**config.mk**
```make
export PLATFORM = sky130hd
export DESIGN_NAME = int_to_decimal_ascii_top_flat
export DESIGN_NICKNAME = d
export VERILOG_FILES = /design/src/sv/itda_pkg.sv /design/src/sv/itda_if.sv /design/src/sv/int_to_decimal_ascii_top.sv /design/src/sv/itda_dabble.sv /design/src/sv/itda_lead.sv /design/src/sv/itda_emit.sv /design/src/flat_wrapper.sv
export SDC_FILE = /design/constraint.sdc
export NUM_CORES = 1
export LEC_CHECK = 0
export BUFFER_PORTS_ARGS = -buffer_cell sky130_fd_sc_hd__clkbuf_2
export CORE_MARGIN = 5
export CORE_UTILIZATION = 50
export DETAILED_ROUTE_END_ITERATION = 8
export PLACE_DENSITY = 0.77
export SYNTH_ARGS = -nofsm -noshare
export SYNTH_HDL_FRONTEND = slang
export SYNTH_SLANG_ARGS = --single-unit
```
**constraint.sdc**
```tcl
create_clock -name clk -period 8 [get_ports clk]
set_clock_uncertainty 0.2 [all_clocks]
set_input_delay 0.4 -clock clk [delete_from_list [all_inputs] [get_ports clk]]
set_output_delay 0.4 -clock clk [all_outputs]
set_load 0.02 [all_outputs]
```
**src/sv/itda_pkg.sv**
```systemverilog
// itda_pkg: shared types and constants for the integer to decimal ascii block
// no dependencies

package itda_pkg;

  localparam int ValueW    = 32;
  localparam int NumDigits = 10;
  localparam int BcdW      = 4 * NumDigits;
  localparam int IdxW      = 4;
  localparam int CharW     = 6;
  localparam int DabSteps  = 8;
  localparam int DabStages = ValueW / DabSteps;

  localparam logic [CharW-1:0] CodeMinus = 6'd45;
  localparam logic [1:0]       CodeDigitHi = 2'b11;
  localparam logic [IdxW-1:0]  MaxIdx = IdxW'(NumDigits - 1);

  typedef struct packed {
    logic              neg;
    logic [BcdW-1:0]   bcd;
    logic [ValueW-1:0] bin;
  } dd_t;

  typedef struct packed {
    logic            neg;
    logic [BcdW-1:0] bcd;
    logic [IdxW-1:0] idx;
  } emit_t;

endpackage

```
**src/sv/itda_if.sv**
```systemverilog
// itda_in_if, itda_out_if: valid/ready channels for input values and output characters
// depends on itda_pkg

interface itda_in_if import itda_pkg::*; ();
  logic                     valid;
  logic                     ready;
  logic signed [ValueW-1:0] value;
  modport source (output valid, output value, input ready);
  modport sink (input valid, input value, output ready);
endinterface

interface itda_out_if import itda_pkg::*; ();
  logic             valid;
  logic             ready;
  logic [CharW-1:0] char_code;
  logic             last;
  modport source (output valid, output char_code, output last, input ready);
  modport sink (input valid, input char_code, input last, output ready);
endinterface

```
**src/sv/int_to_decimal_ascii_top.sv**
```systemverilog
// int_to_decimal_ascii_top: signed 32-bit integer to decimal ascii characters
// depends on itda_pkg, itda_if, itda_dabble, itda_lead, itda_emit
//
// Each input value comes out as 1 to 11 characters, a minus sign first for
// negative values, then the digits most significant first with no leading
// zeros, last set on the final one. A value passes an input register (sign and
// magnitude), four shift-add-3 stages of eight bits each, a leading digit
// stage and the character serializer. The serializer sends one character per
// cycle while the output is ready, and the next value's text follows without
// a gap; the pipeline keeps taking values until it is full.

module int_to_decimal_ascii_top import itda_pkg::*; (
  input logic        clk,
  input logic        rst_n,
  itda_in_if.sink    in_ch,
  itda_out_if.source out_ch
);

  logic valid0_r;
  dd_t  data0_r;
  dd_t  data0_nxt;
  logic rdy0;

  logic [DabStages:0] st_valid;
  logic [DabStages:0] st_ready;
  dd_t                st_data [DabStages+1];

  logic  lead_valid;
  logic  lead_ready;
  emit_t lead_data;

  always_comb begin
    data0_nxt.neg = in_ch.value[ValueW-1];
    data0_nxt.bcd = '0;
    data0_nxt.bin = in_ch.value[ValueW-1] ? (ValueW'(0) - ValueW'(in_ch.value))
                                          : ValueW'(in_ch.value);
  end

  assign in_ch.ready = !valid0_r || rdy0;

  always_ff @(posedge clk) begin
    if (!rst_n) begin
      valid0_r <= 1'b0;
    end else if (in_ch.ready) begin
      valid0_r <= in_ch.valid;
    end
  end

  always_ff @(posedge clk) begin
    if (in_ch.ready && in_ch.valid) begin
      data0_r <= data0_nxt;
    end
  end

  assign st_valid[0] = valid0_r;
  assign st_data[0]  = data0_r;
  assign rdy0        = st_ready[0];

  for (genvar g = 0; g < DabStages; g++) begin : g_dab
    itda_dabble u_dab (
      .clk       (clk),
      .rst_n     (rst_n),
      .in_valid  (st_valid[g]),
      .in_ready  (st_ready[g]),
      .in_data   (st_data[g]),
      .out_valid (st_valid[g+1]),
      .out_ready (st_ready[g+1]),
      .out_data  (st_data[g+1])
    );
  end

  itda_lead u_lead (
    .clk       (clk),
    .rst_n     (rst_n),
    .in_valid  (st_valid[DabStages]),
    .in_ready  (st_ready[DabStages]),
    .in_data   (st_data[DabStages]),
    .out_valid (lead_valid),
    .out_ready (lead_ready),
    .out_data  (lead_data)
  );

  itda_emit u_emit (
    .clk           (clk),
    .rst_n         (rst_n),
    .in_valid      (lead_valid),
    .in_ready      (lead_ready),
    .in_data       (lead_data),
    .out_valid     (out_ch.valid),
    .out_ready     (out_ch.ready),
    .out_char_code (out_ch.char_code),
    .out_last      (out_ch.last)
  );

endmodule

```
**src/sv/itda_dabble.sv**
```systemverilog
// itda_dabble: one pipeline stage of shift-add-3 binary to bcd conversion
// depends on itda_pkg

module itda_dabble import itda_pkg::*; (
  input  logic clk,
  input  logic rst_n,
  input  logic in_valid,
  output logic in_ready,
  input  dd_t  in_data,
  output logic out_valid,
  input  logic out_ready,
  output dd_t  out_data
);

  logic valid_r;
  dd_t  data_r;
  dd_t  data_nxt;

  always_comb begin
    logic [BcdW-1:0]   bcd;
    logic [ValueW-1:0] bin;
    bcd = in_data.bcd;
    bin = in_data.bin;
    for (int s = 0; s < DabSteps; s++) begin
      for (int d = 0; d < NumDigits; d++) begin
        if (bcd[d*4 +: 4] >= 4'd5) begin
          bcd[d*4 +: 4] = bcd[d*4 +: 4] + 4'd3;
        end
      end
      {bcd, bin} = {bcd[BcdW-2:0], bin, 1'b0};
    end
    data_nxt.neg = in_data.neg;
    data_nxt.bcd = bcd;
    data_nxt.bin = bin;
  end

  assign in_ready  = !valid_r || out_ready;
  assign out_valid = valid_r;
  assign out_data  = data_r;

  always_ff @(posedge clk) begin
    if (!rst_n) begin
      valid_r <= 1'b0;
    end else if (in_ready) begin
      valid_r <= in_valid;
    end
  end

  always_ff @(posedge clk) begin
    if (in_ready && in_valid) begin
      data_r <= data_nxt;
    end
  end

endmodule

```
**src/sv/itda_lead.sv**
```systemverilog
// itda_lead: pipeline stage that finds the most significant nonzero digit
// depends on itda_pkg

module itda_lead import itda_pkg::*; (
  input  logic  clk,
  input  logic  rst_n,
  input  logic  in_valid,
  output logic  in_ready,
  input  dd_t   in_data,
  output logic  out_valid,
  input  logic  out_ready,
  output emit_t out_data
);

  logic  valid_r;
  emit_t data_r;
  emit_t data_nxt;

  always_comb begin
    data_nxt.neg = in_data.neg;
    data_nxt.bcd = in_data.bcd;
    data_nxt.idx = '0;
    for (int d = 1; d < NumDigits; d++) begin
      if (in_data.bcd[d*4 +: 4] != 4'd0) begin
        data_nxt.idx = IdxW'(d);
      end
    end
  end

  assign in_ready  = !valid_r || out_ready;
  assign out_valid = valid_r;
  assign out_data  = data_r;

  always_ff @(posedge clk) begin
    if (!rst_n) begin
      valid_r <= 1'b0;
    end else if (in_ready) begin
      valid_r <= in_valid;
    end
  end

  always_ff @(posedge clk) begin
    if (in_ready && in_valid) begin
      data_r <= data_nxt;
    end
  end

endmodule

```
**src/sv/itda_emit.sv**
```systemverilog
// itda_emit: serializer that sends the sign and digits one character per cycle while out_ready is high
// depends on itda_pkg

module itda_emit import itda_pkg::*; (
  input  logic             clk,
  input  logic             rst_n,
  input  logic             in_valid,
  output logic             in_ready,
  input  emit_t            in_data,
  output logic             out_valid,
  input  logic             out_ready,
  output logic [CharW-1:0] out_char_code,
  output logic             out_last
);

  logic            busy_r, busy_nxt;
  logic            neg_pend_r, neg_pend_nxt;
  logic [IdxW-1:0] idx_r, idx_nxt;
  logic [BcdW-1:0] bcd_r;
  logic            out_fire;
  logic            in_fire;
  logic [3:0]      digit;

  assign digit         = bcd_r[idx_r*4 +: 4];
  assign out_valid     = busy_r;
  assign out_last      = !neg_pend_r && (idx_r == '0);
  assign out_char_code = neg_pend_r ? CodeMinus : {CodeDigitHi, digit};
  assign out_fire      = busy_r && out_ready;
  assign in_ready      = !busy_r || (out_ready && out_last);
  assign in_fire       = in_valid && in_ready;

  always_comb begin
    busy_nxt     = busy_r;
    neg_pend_nxt = neg_pend_r;
    idx_nxt      = idx_r;
    if (out_fire) begin
      if (neg_pend_r) begin
        neg_pend_nxt = 1'b0;
      end else if (out_last) begin
        busy_nxt = 1'b0;
      end else begin
        idx_nxt = idx_r - 1'b1;
      end
    end
    if (in_fire) begin
      busy_nxt     = 1'b1;
      neg_pend_nxt = in_data.neg;
      idx_nxt      = in_data.idx;
    end
  end

  always_ff @(posedge clk) begin
    if (!rst_n) begin
      busy_r     <= 1'b0;
      neg_pend_r <= 1'b0;
      idx_r      <= '0;
    end else begin
      busy_r     <= busy_nxt;
      neg_pend_r <= neg_pend_nxt;
      idx_r      <= idx_nxt;
    end
  end

  always_ff @(posedge clk) begin
    if (in_fire) begin
      bcd_r <= in_data.bcd;
    end
  end

  a_neg_busy: assert property (@(posedge clk) disable iff (!rst_n)
    neg_pend_r |-> busy_r)
    else $error("sign pending while idle");

  a_idx_range: assert property (@(posedge clk) disable iff (!rst_n)
    busy_r |-> idx_r <= MaxIdx)
    else $error("digit index out of range");

  a_load: assert property (@(posedge clk) disable iff (!rst_n)
    in_fire |=> busy_r && idx_r == $past(in_data.idx) && neg_pend_r == $past(in_data.neg))
    else $error("item not loaded");

  a_step: assert property (@(posedge clk) disable iff (!rst_n)
    (out_fire && !neg_pend_r && !out_last) |=> idx_r == $past(idx_r) - 1'b1)
    else $error("digit index did not step");

endmodule
```
**src/flat_wrapper.sv**
```systemverilog
// flat-port wrapper written by rule: the top's interface ports become plain ports
module int_to_decimal_ascii_top_flat import itda_pkg::*;
  (clk, rst_n, in_ch_valid, in_ch_value, in_ch_ready, out_ch_valid, out_ch_char_code, out_ch_last, out_ch_ready);
  itda_in_if in_ch_i ();
  itda_out_if out_ch_i ();
  input logic clk;
  input logic rst_n;
  input wire logic [$bits(in_ch_i.valid)-1:0] in_ch_valid;
  input wire logic [$bits(in_ch_i.value)-1:0] in_ch_value;
  output wire logic [$bits(in_ch_i.ready)-1:0] in_ch_ready;
  output wire logic [$bits(out_ch_i.valid)-1:0] out_ch_valid;
  output wire logic [$bits(out_ch_i.char_code)-1:0] out_ch_char_code;
  output wire logic [$bits(out_ch_i.last)-1:0] out_ch_last;
  input wire logic [$bits(out_ch_i.ready)-1:0] out_ch_ready;
  assign in_ch_i.valid = in_ch_valid;
  assign in_ch_i.value = in_ch_value;
  assign in_ch_ready = in_ch_i.ready;
  assign out_ch_valid = out_ch_i.valid;
  assign out_ch_char_code = out_ch_i.char_code;
  assign out_ch_last = out_ch_i.last;
  assign out_ch_i.ready = out_ch_ready;
  int_to_decimal_ascii_top u_core (.clk(clk), .rst_n(rst_n), .in_ch(in_ch_i), .out_ch(out_ch_i));
endmodule
```
=== Word level (Yosys, flattened, before mapping) ===
Cells that the tools add are included.

* Bits in registers: 330
* Logic and storage cells: 889
* Output and inout bits: 9
* Input port bits: 36

* Shift-type cells: 1
* Eq/ne operators: 2
* Reductions and logical operators: 40
* $add $sub $neg: 267
* $lt $le $gt $ge: 265
* Multiplexer cells: 285

{| class="wikitable"
|+ Operator list
! cell !! count
|-
| greater-or-equal comparator 4 x 3 -> 1 bit (second input constant) || 255
|-
| 2-to-1 mux 4 bit || 244
|-
| adder 4 x 2 -> 4 bit (second input constant) || 234
|-
| 2-to-1 mux 3 bit || 30
|-
| adder 3 x 2 -> 3 bit (second input constant) || 21
|-
| variable part select 40 x 7 -> 4 bit || 1
|-
| nonzero test 4 bit || 9
|-
| subtractor 1 x 32 -> 32 bit (first input constant) || 1
|-
| 2-to-1 mux 31 bit || 1
|-
| adder 1 x 2 -> 3 bit (both inputs constant) || 9
|-
| greater-or-equal comparator 1 x 3 -> 1 bit (both inputs constant) || 9
|-
| logical AND 1 bit || 10
|-
| 2-to-1 mux 1 bit || 9
|-
| zero test 1 bit || 8
|-
| logical OR 1 bit || 7
|-
| AND reduction 3 bit || 2
|-
| 2-to-1 mux 5 bit || 1
|-
| zero test 4 bit || 1
|-
| inequality test 2 x 1 -> 1 bit (second input constant) || 2
|-
| nonzero test 2 bit || 2
|-
| subtractor 4 x 1 -> 4 bit (second input constant) || 1
|-
| adder 1 x 2 -> 3 bit (second input constant) || 1
|-
| greater-or-equal comparator 1 x 3 -> 1 bit (second input constant) || 1
|-
| OR reduction 2 bit || 1
|}

=== Longest topological paths before layout ===
Gate-level depths: netlist of the first run.

* Depth after elaboration: 16
* Depth in mapped cells: 39

=== By module ===
Synthesis of the first run repeated with hierarchy kept, for this count alone.

* Cell total of the unflattened synthesis: 7,505
* Area, all modules: 58,254.6 µm²

{| class="wikitable"
|+ Modules (own cells, without submodules)
! module !! sequential area each (µm²) !! times used !! area each (µm²) !! cells an instance
|-
| itda_dabble || 1,971.9 || 4 || 13,230.2 || 1,792
|-
| itda_emit || 1,321.3 || 1 || 1,989.4 || 129
|-
| int_to_decimal_ascii_top || 1,011.0 || 1 || 1,808.0 || 136
|-
| itda_lead || 1,371.3 || 1 || 1,536.5 || 72
|}

=== Worst setup path after synthesis of the first run ===
No wires, ideal clock.

* Path kind: register -> register
* Start: register u_core.g_dab[1].u_dab.data_r (netlist bit u_core.g_dab[1].u_dab.out_data[48])
* End: register u_core.g_dab[2].u_dab.data_r (netlist bit u_core.g_dab[2].u_dab.out_data[59]) (data pin)
* Arrival time: 6,560 ps
* Clock period less this slack: 7,020 ps
* Slack: 980 ps
* Stages on the path, launching flop included: 32
* Path through: edfxtp_1 ha_1 nand2b_1 a21oi_1 mux2_2 a21oi_1 xnor2_1 inv_1 ha_1 inv_1 ha_1 a21oi_1 xnor2_1 inv_1 ha_1 o41ai_1 o31ai_1 a211oi_1 a22oi_1 a211oi_1 nor2_1 xnor2_1 nand2b_1 ha_1 a21oi_1 xor2_1 ha_1 nand2b_1 a21boi_0 a21oi_1 nor2_1 mux2_2

{| class="wikitable"
|+ RTL lines
! item !! RTL line !! text
|-
| start: declaration || itda_dabble.sv:16 || <nowiki>dd_t data_r;</nowiki>
|-
| start signal: assignment || itda_dabble.sv:51 || <nowiki>data_r <= data_nxt;</nowiki>
|-
| end signal: assignment || itda_dabble.sv:51 ||
|-
| end: declaration || itda_dabble.sv:16 ||
|}

==> results of run 1 <==
critical path: cells and delay by family (launching register included):
kind,cells,cell delay [ps]
DFF,1,440
adders and majority gates,6,1410
xor gates and xnor gates,5,1310
AOI/OAI and AO/OA,11,2270
buffers and inverters,4,480
and+or+nand+nor,5,700
muxes,1,340
cells by family (layout without fill, tap and decap cells):
group	after synthesis	in the layout	share of synthesized area, %
adders and majority gates	154	154	6.77
muxes	157	157	6.25
buffers and inverters	320	364	4.37
and+or+nand+nor	1052	1052	18.2
xor gates and xnor gates	155	155	5.20
AOI/OAI and AO/OA	1201	1201	29.3
other	1	1	0.0133
DFF	284	284	29.9
placed cells by master (no fill, tap or decap), drive strengths merged, types with 17 or more instances in the layout:
| master | count |
|---|---|
| clkbuf | 79 |
| or2 | 43 |
| a22oi | 32 |
| nor3 | 85 |
| xor2 | 30 |
| nor2b | 46 |
| o22ai | 32 |
| nand3 | 77 |
| edfxtp | 272 |
| and2 | 48 |
| or4 | 20 |
| ha | 145 |
| o31ai | 30 |
| o21a | 41 |
| a211o | 22 |
| a211oi | 82 |
| nor2 | 258 |
| o21bai | 22 |
| a21boi | 30 |
| inv | 219 |
| xnor2 | 124 |
| nand2 | 293 |
| nor3b | 20 |
| or3 | 35 |
| mux2i | 96 |
| and3 | 19 |
| o211ai | 66 |
| dlygate4sd3 | 31 |
| o21ai | 272 |
| a31oi | 60 |
| o32ai | 17 |
| a21o | 49 |
| o211a | 21 |
| mux2 | 52 |
| a21oi | 237 |
| nand2b | 60 |
worst max-delay path by stage:
stage | startpoint | end | cells past startpoint
after floorplan | u_core.g_dab[1].u_dab.out_data[48] | u_core.g_dab[2].u_dab.out_data[59] | 31
after CTS | u_core.g_dab[1].u_dab.out_data[48] | u_core.g_dab[2].u_dab.out_data[59] | 32
after global placement | u_core.g_dab[1].u_dab.out_data[48] | u_core.g_dab[2].u_dab.out_data[59] | 32
final | u_core.g_dab[1].u_dab.out_data[48] | u_core.g_dab[2].u_dab.out_data[59] | 32
after detailed placement | u_core.g_dab[1].u_dab.out_data[48] | u_core.g_dab[2].u_dab.out_data[59] | 33
after global routing | u_core.g_dab[1].u_dab.out_data[49] | u_core.g_dab[2].u_dab.out_data[59] | 33
cell type report:
| cell class | count | area share (%) |
|---|---|---|
| clock buffers | 36 | 2.61 |
| clock inverters | 18 | 0.564 |
| inverters | 221 | 2.73 |
| multi-input cells | 2720 | 61.2 |
| flip-flops and latches | 284 | 27.7 |
| well taps | 756 | 3.11 |
| repair buffers | 89 | 2.10 |
repair_timing:
action                                  in CTS  in global routing
hold buffers                                31                  0
endpoints found under the setup margin       0                 17
hold endpoints to repair                    32                  0
gates resized for setup                      0                 13
per-stage QoR:
stage | cell area [um^2] | hold WS, ps | instances | setup TNS, ps | worst slack (ps)
after floorplan | 28100 | 200 | 3324 | 0 | 980
after global routing | 30400 | 65.7 | 4124 | -18.7 | -18.7
after detailed placement | 29100 | 205 | 4039 | 0 | 132
after global placement | 29100 | 200 | 4039 | 0 | 423
after CTS | 30300 | 2.98 | 4124 | 0 | 49.3
final | 30400 | 68.3 | 4124 | 0 | 577
flip-flops by register name, indices dropped and copies added (netlist names):
| register | count |
|---|---|
| u_core.g_dab.u_dab.out_data | 154 |
| u_core.u_emit.bcd_r | 40 |
| u_core.g_dab.u_dab.out_valid | 4 |
| u_core.u_emit.neg_pend_r | 1 |
| u_core.data0_r | 33 |
| u_core.u_lead.out_data | 45 |
| u_core.u_lead.out_valid | 1 |
| u_core.u_emit.idx_r | 4 |
| u_core.u_emit.out_valid | 1 |
| u_core.valid0_r | 1 |
routing by layer:
metal	up-vias	wire length, um	global-route usage [%]
li1	12700	-	-
met5	-	0	0
met3	66	1670	1.58
met4	0	1010	3.53
met1	11400	26000	23.0
met2	397	26700	31.3
==> impl_metrics.py, run 1 <==
metrics = {
    "global_route": {
        "antenna_found_initial": 1,
        "grt_pass1_vias": 22200,
        "grt_max_degree": 53,
        "grt_use_total_pct": 17.4,
        "overflow": 0,
        "grt_pass1_wl_um": 96100,
    },
    "routing": {
        "vias_per_cell": 5.95,
        "wl_um": 55400,
        "first_iter_violations": 1379,
        "wl_per_cell_um": 13.4,
        "drt_pass1_iterations": 7,
        "drc_errors": 0,
        "drtAntennaViolNets": 0,
        "vias": 24500,
    },
    "worst_hold_path": {
        "hp-start": "in_ch_value[1]",
        "min_to": "u_core.data0_r[3]",
        "hold_depth": 3,
        "holdCritPathClass": "primary input to flop",
    },
    "cells_and_area": {
        "fillers": 5031,
        "multi_input_area_um2": 18600,
        "fin_nets": 3527,
        "final_util_pct": 54.2,
        "drive_above_1_share_pct": 9.09,
        "area_growth_pct": 8.08,
        "diodes": 0,
        "seq_area_um2": 8410,
    },
    "worst_setup_path": {
        "critPathLaunchType": "flop",
        "crit-reg2reg-launch": "u_core.g_dab[1].u_dab.out_data[48]",
        "r2r_slack_ps": 580,
        "crit_top_cell": "ha_1",
        "end_kind": "flop",
        "worst_path_max_delay_cell": "edfxtp_1",
        "path_class": "flop to flop",
        "cp_data_arrival_time_ps": 7530,
        "reg2reg_to": "u_core.g_dab[2].u_dab.out_data[59]",
        "cp_max_fo": 8,
        "slowest_delay_ps": 440,
        "required_ps": 8110,
        "reg2reg_depth": 32,
    },
    "run": {
        "cap_violations": 0,
    },
    "synth": {
        "synth_most_common_cell": "nand2_1",
        "yosys.area.top_type": "edfxtp_1",
        "ys_warn_count": 0,
        "syn-mean-instance-area_um2": 8.46,
        "synth_top_area_share_pct": 29.0,
        "ys_async_sr_fraction_pct": 0,
        "synth_cell_types": 110,
        "seq_area_frac_synth_pct": 29.9,
        "ys_top_cells_by_area": "edfxtp_1 (29%), ha_1 (6.5%), o21ai_0 (4.4%), a21oi_1 (4.0%), nand2_1 (3.9%)",
        "synth_area_um2": 28100,
        "synth-edff-count": 272,
        "synth-seq-cells": 284,
        "syn_nets": 3505,
        "synth_common_cells": "nand2_1 (293), edfxtp_1 (272), nor2_1 (256), o21ai_0 (247), a21oi_1 (227)",
        "syn-instance-count": 3324,
        "synthFlopType": "edfxtp_1",
    },
    "sta": {
        "min_period_ps": 7420,
        "fmaxAchievable_ghz": 0.135,
        "hold_viol_final": 0,
        "drv_slew": 0,
        "max-slew-margin-rel_pct": 27.1,
        "timing.final.crit_share_pct": 92.8,
        "setup_viol": 0,
        "tightest_slew_ps": 1090,
    },
    "clock_network": {
        "cts_tree": "built",
        "clock-sinks": 284,
        "ctsLongestPathBuffers": 3,
        "clk_pin_slew_worst_paths_ps": 60,
        "cts_max_level": 1,
        "cts_root_buffer": "clkbuf_16",
        "cts_setup_buffers": 0,
        "cts_buffers": 30,
        "clk_latency_ps": 570,
    },
    "floorplanning": {
        "die_w_um": 247,
        "core_um2": 56100,
        "dieArea_um2": 61100,
        "start_util_pct": 50.2,
        "io_pins": 45,
        "dieHeight_um": 247,
        "rows": 87,
    },
    "placement": {
        "place_congestion": 0.885,
        "port_buffers": 43,
        "place_hpwl_um": 41000,
    },
    "run_status": {
        "status": "complete, no violations",
    },
}
Power of run 1 is left out: the tool's default activity adds up to more than one toggle a clock period on the data nets, which glitch-free logic cannot reach.
==> run 2, diff against run 1 <==
--- a/config.mk
+++ b/config.mk
@@ -7,9 +7,9 @@
 export LEC_CHECK = 0
 export BUFFER_PORTS_ARGS = -buffer_cell sky130_fd_sc_hd__clkbuf_2
 export CORE_MARGIN = 5
-export CORE_UTILIZATION = 50
+export CORE_UTILIZATION = 40
 export DETAILED_ROUTE_END_ITERATION = 8
-export PLACE_DENSITY = 0.77
+export PLACE_DENSITY = 0.66
 export SYNTH_ARGS = -nofsm -noshare
 export SYNTH_HDL_FRONTEND = slang
 export SYNTH_SLANG_ARGS = --single-unit
==> run 2 against run 1 <==
  * Routed wire length grew 2.1%
  * Maximum frequency rose by 0.98%
  * Global-route usage shrank 3.2 points
==> impl_metrics.py, run 2 (synthesis results as in run 1) <==
metrics = {
    "routing": {
        "drt_pass1_iterations": 5,
        "vias_per_cell": 5.61,
        "wl_met3_um": 1450,
        "first_iter_violations": 1588,
        "drtAntennaViolNets": 0,
        "met1_length_um": 27400,
        "vias": 24200,
        "drc_errors": 0,
        "wl_um": 56500,
        "wl_per_cell_um": 13.1,
        "wl_met2_um": 27000,
        "highest_layer": "met4",
    },
    "run": {
        "cap_violations": 0,
    },
    "worst_setup_path": {
        "required_ps": 8130,
        "path_class": "flop to flop",
        "reg2reg_depth": 32,
        "slowest_delay_ps": 450,
        "end_kind": "flop",
        "startpoint": "u_core.g_dab[1].u_dab.out_data[48]",
        "crit_top_cell": "ha_1",
        "worst_path_max_delay_cell": "edfxtp_1",
        "cp_data_arrival_time_ps": 7480,
        "cp_max_fo": 8,
        "crit-reg2reg-launch": "u_core.g_dab[1].u_dab.out_data[48]",
        "critPathLaunchType": "flop",
    },
    "sta": {
        "fin_tns_setup_ps": 0,
        "fmaxAchievable_ghz": 0.136,
        "fin_ws_ps": 649,
        "max-slew-margin-rel_pct": 27.1,
        "rsz0062_at_grt": "no",
        "drv_slew": 0,
        "worst_hold_slack_ps": 82.2,
        "tightest_slew_ps": 1090,
        "min_period_ps": 7350,
        "setup_viol": 0,
        "timing.final.crit_share_pct": 91.9,
        "hold_viol_final": 0,
    },
    "worst_hold_path": {
        "holdCritPathClass": "primary input to flop",
        "hp-start": "in_ch_value[1]",
        "hold_depth": 3,
    },
    "placement": {
        "place_hpwl_um": 42000,
        "port_buffers": 43,
        "place_ws_ps": 125,
        "place_congestion": 0.852,
        "place_area_um2": 29300,
    },
    "clock_network": {
        "cts_tree": "built",
        "cts_max_level": 1,
        "clock-sinks": 284,
        "cts_root_buffer": "clkbuf_16",
        "ctsLongestPathBuffers": 3,
        "clk_latency_ps": 590,
        "cts_buffers": 31,
        "clk_pin_slew_worst_paths_ps": 70,
    },
    "floorplanning": {
        "dieHeight_um": 275,
        "core_um2": 69900,
        "die_w_um": 275,
        "dieArea_um2": 75700,
        "io_pins": 45,
        "start_util_pct": 40.2,
        "rows": 97,
    },
    "cells_and_area": {
        "fillers": 6871,
        "diodes": 0,
        "drive_above_1_share_pct": 9.33,
        "final_cell_mix": "nand2_1 (293), edfxtp_1 (272), nor2_1 (256)",
        "area_growth_pct": 9.26,
        "stdcell_area_um2": 30700,
        "fin_nets": 3534,
        "mostFrequentLayoutCell": "nand2_1",
        "largest_reg_flops": 154,
    },
    "global_route": {
        "grt_pass1_vias": 21600,
        "overflow": 0,
        "grt_pass1_wl_um": 97000,
        "grt_use_total_pct": 14.2,
        "grt_max_degree": 52,
        "antenna_found_initial": 0,
    },
    "run_status": {
        "status": "complete, no violations",
    },
}
-- run 2: changes by cell type in the layout (fill, tap and decap cells not counted), moves of 2 or more --
cell      delta
mux2i_2      -2
clkinv_1     +2
inv_6        +5
mux2i_1      +2
clkinv_2     +2
clkinv_4     -5
inv_8        +2
clkbuf_1     -5
buf_4        +5
-- run 2: critical path, delay by kind of cell (launching register included) --
kind / cells / cell delay (ps)
buf+inv: 4 / 500
compound gates: 11 / 2350
simple gates: 5 / 740
xor+xnor: 5 / 1080
flops: 1 / 450
mux: 1 / 350
fa+ha+maj: 6 / 1410
-- run 2: what timing repair did --
item                                    CTS  global route
buffers inserted                          0             1
endpoints found under the setup margin    0            11
hold endpoints to repair                 32             0
gates resized for setup                   0            13
hold buffers                             32             0
-- run 2: path summary, 6_finish.rpt --
kind	end	slack, ps
max reg2reg	u_core.g_dab[2].u_dab.out_data[59]	650
max	u_core.g_dab[2].u_dab.out_data[59]	650
min	u_core.data0_r[1]	80
min reg2reg	u_core.u_emit.bcd_r[12]	210
-- run 2: metrics by stage --
step | cells | util [%]
3_3_place_gp | 4227 | 41.9
6_report | 4317 | 44.0
3_5_place_dp | 4227 | 41.9
4_1_cts | 4316 | 43.9
2_1_floorplan | 3324 | -
5_1_grt | 4317 | 44.0
-- run 2: metal layers --
layer	GRT usage [%]	vias to the layer above
li1	-	12700
met1	19.2	11200
met2	25.2	274
met3	1.45	58
met4	2.30	0
met5	0	-
-- run 2: final cells by class --
class | count | area (um^2) | area share [%]
clock buffers | 31 | 776 | 2.52
clock inverters | 26 | 249 | 0.810
inverters | 221 | 830 | 2.70
multi-input cells | 2720 | 18600 | 60.5
flip-flops and latches | 284 | 8410 | 27.4
well taps | 940 | 1180 | 3.83
repair buffers | 95 | 686 | 2.23
Power of run 2 is left out for the same reason.
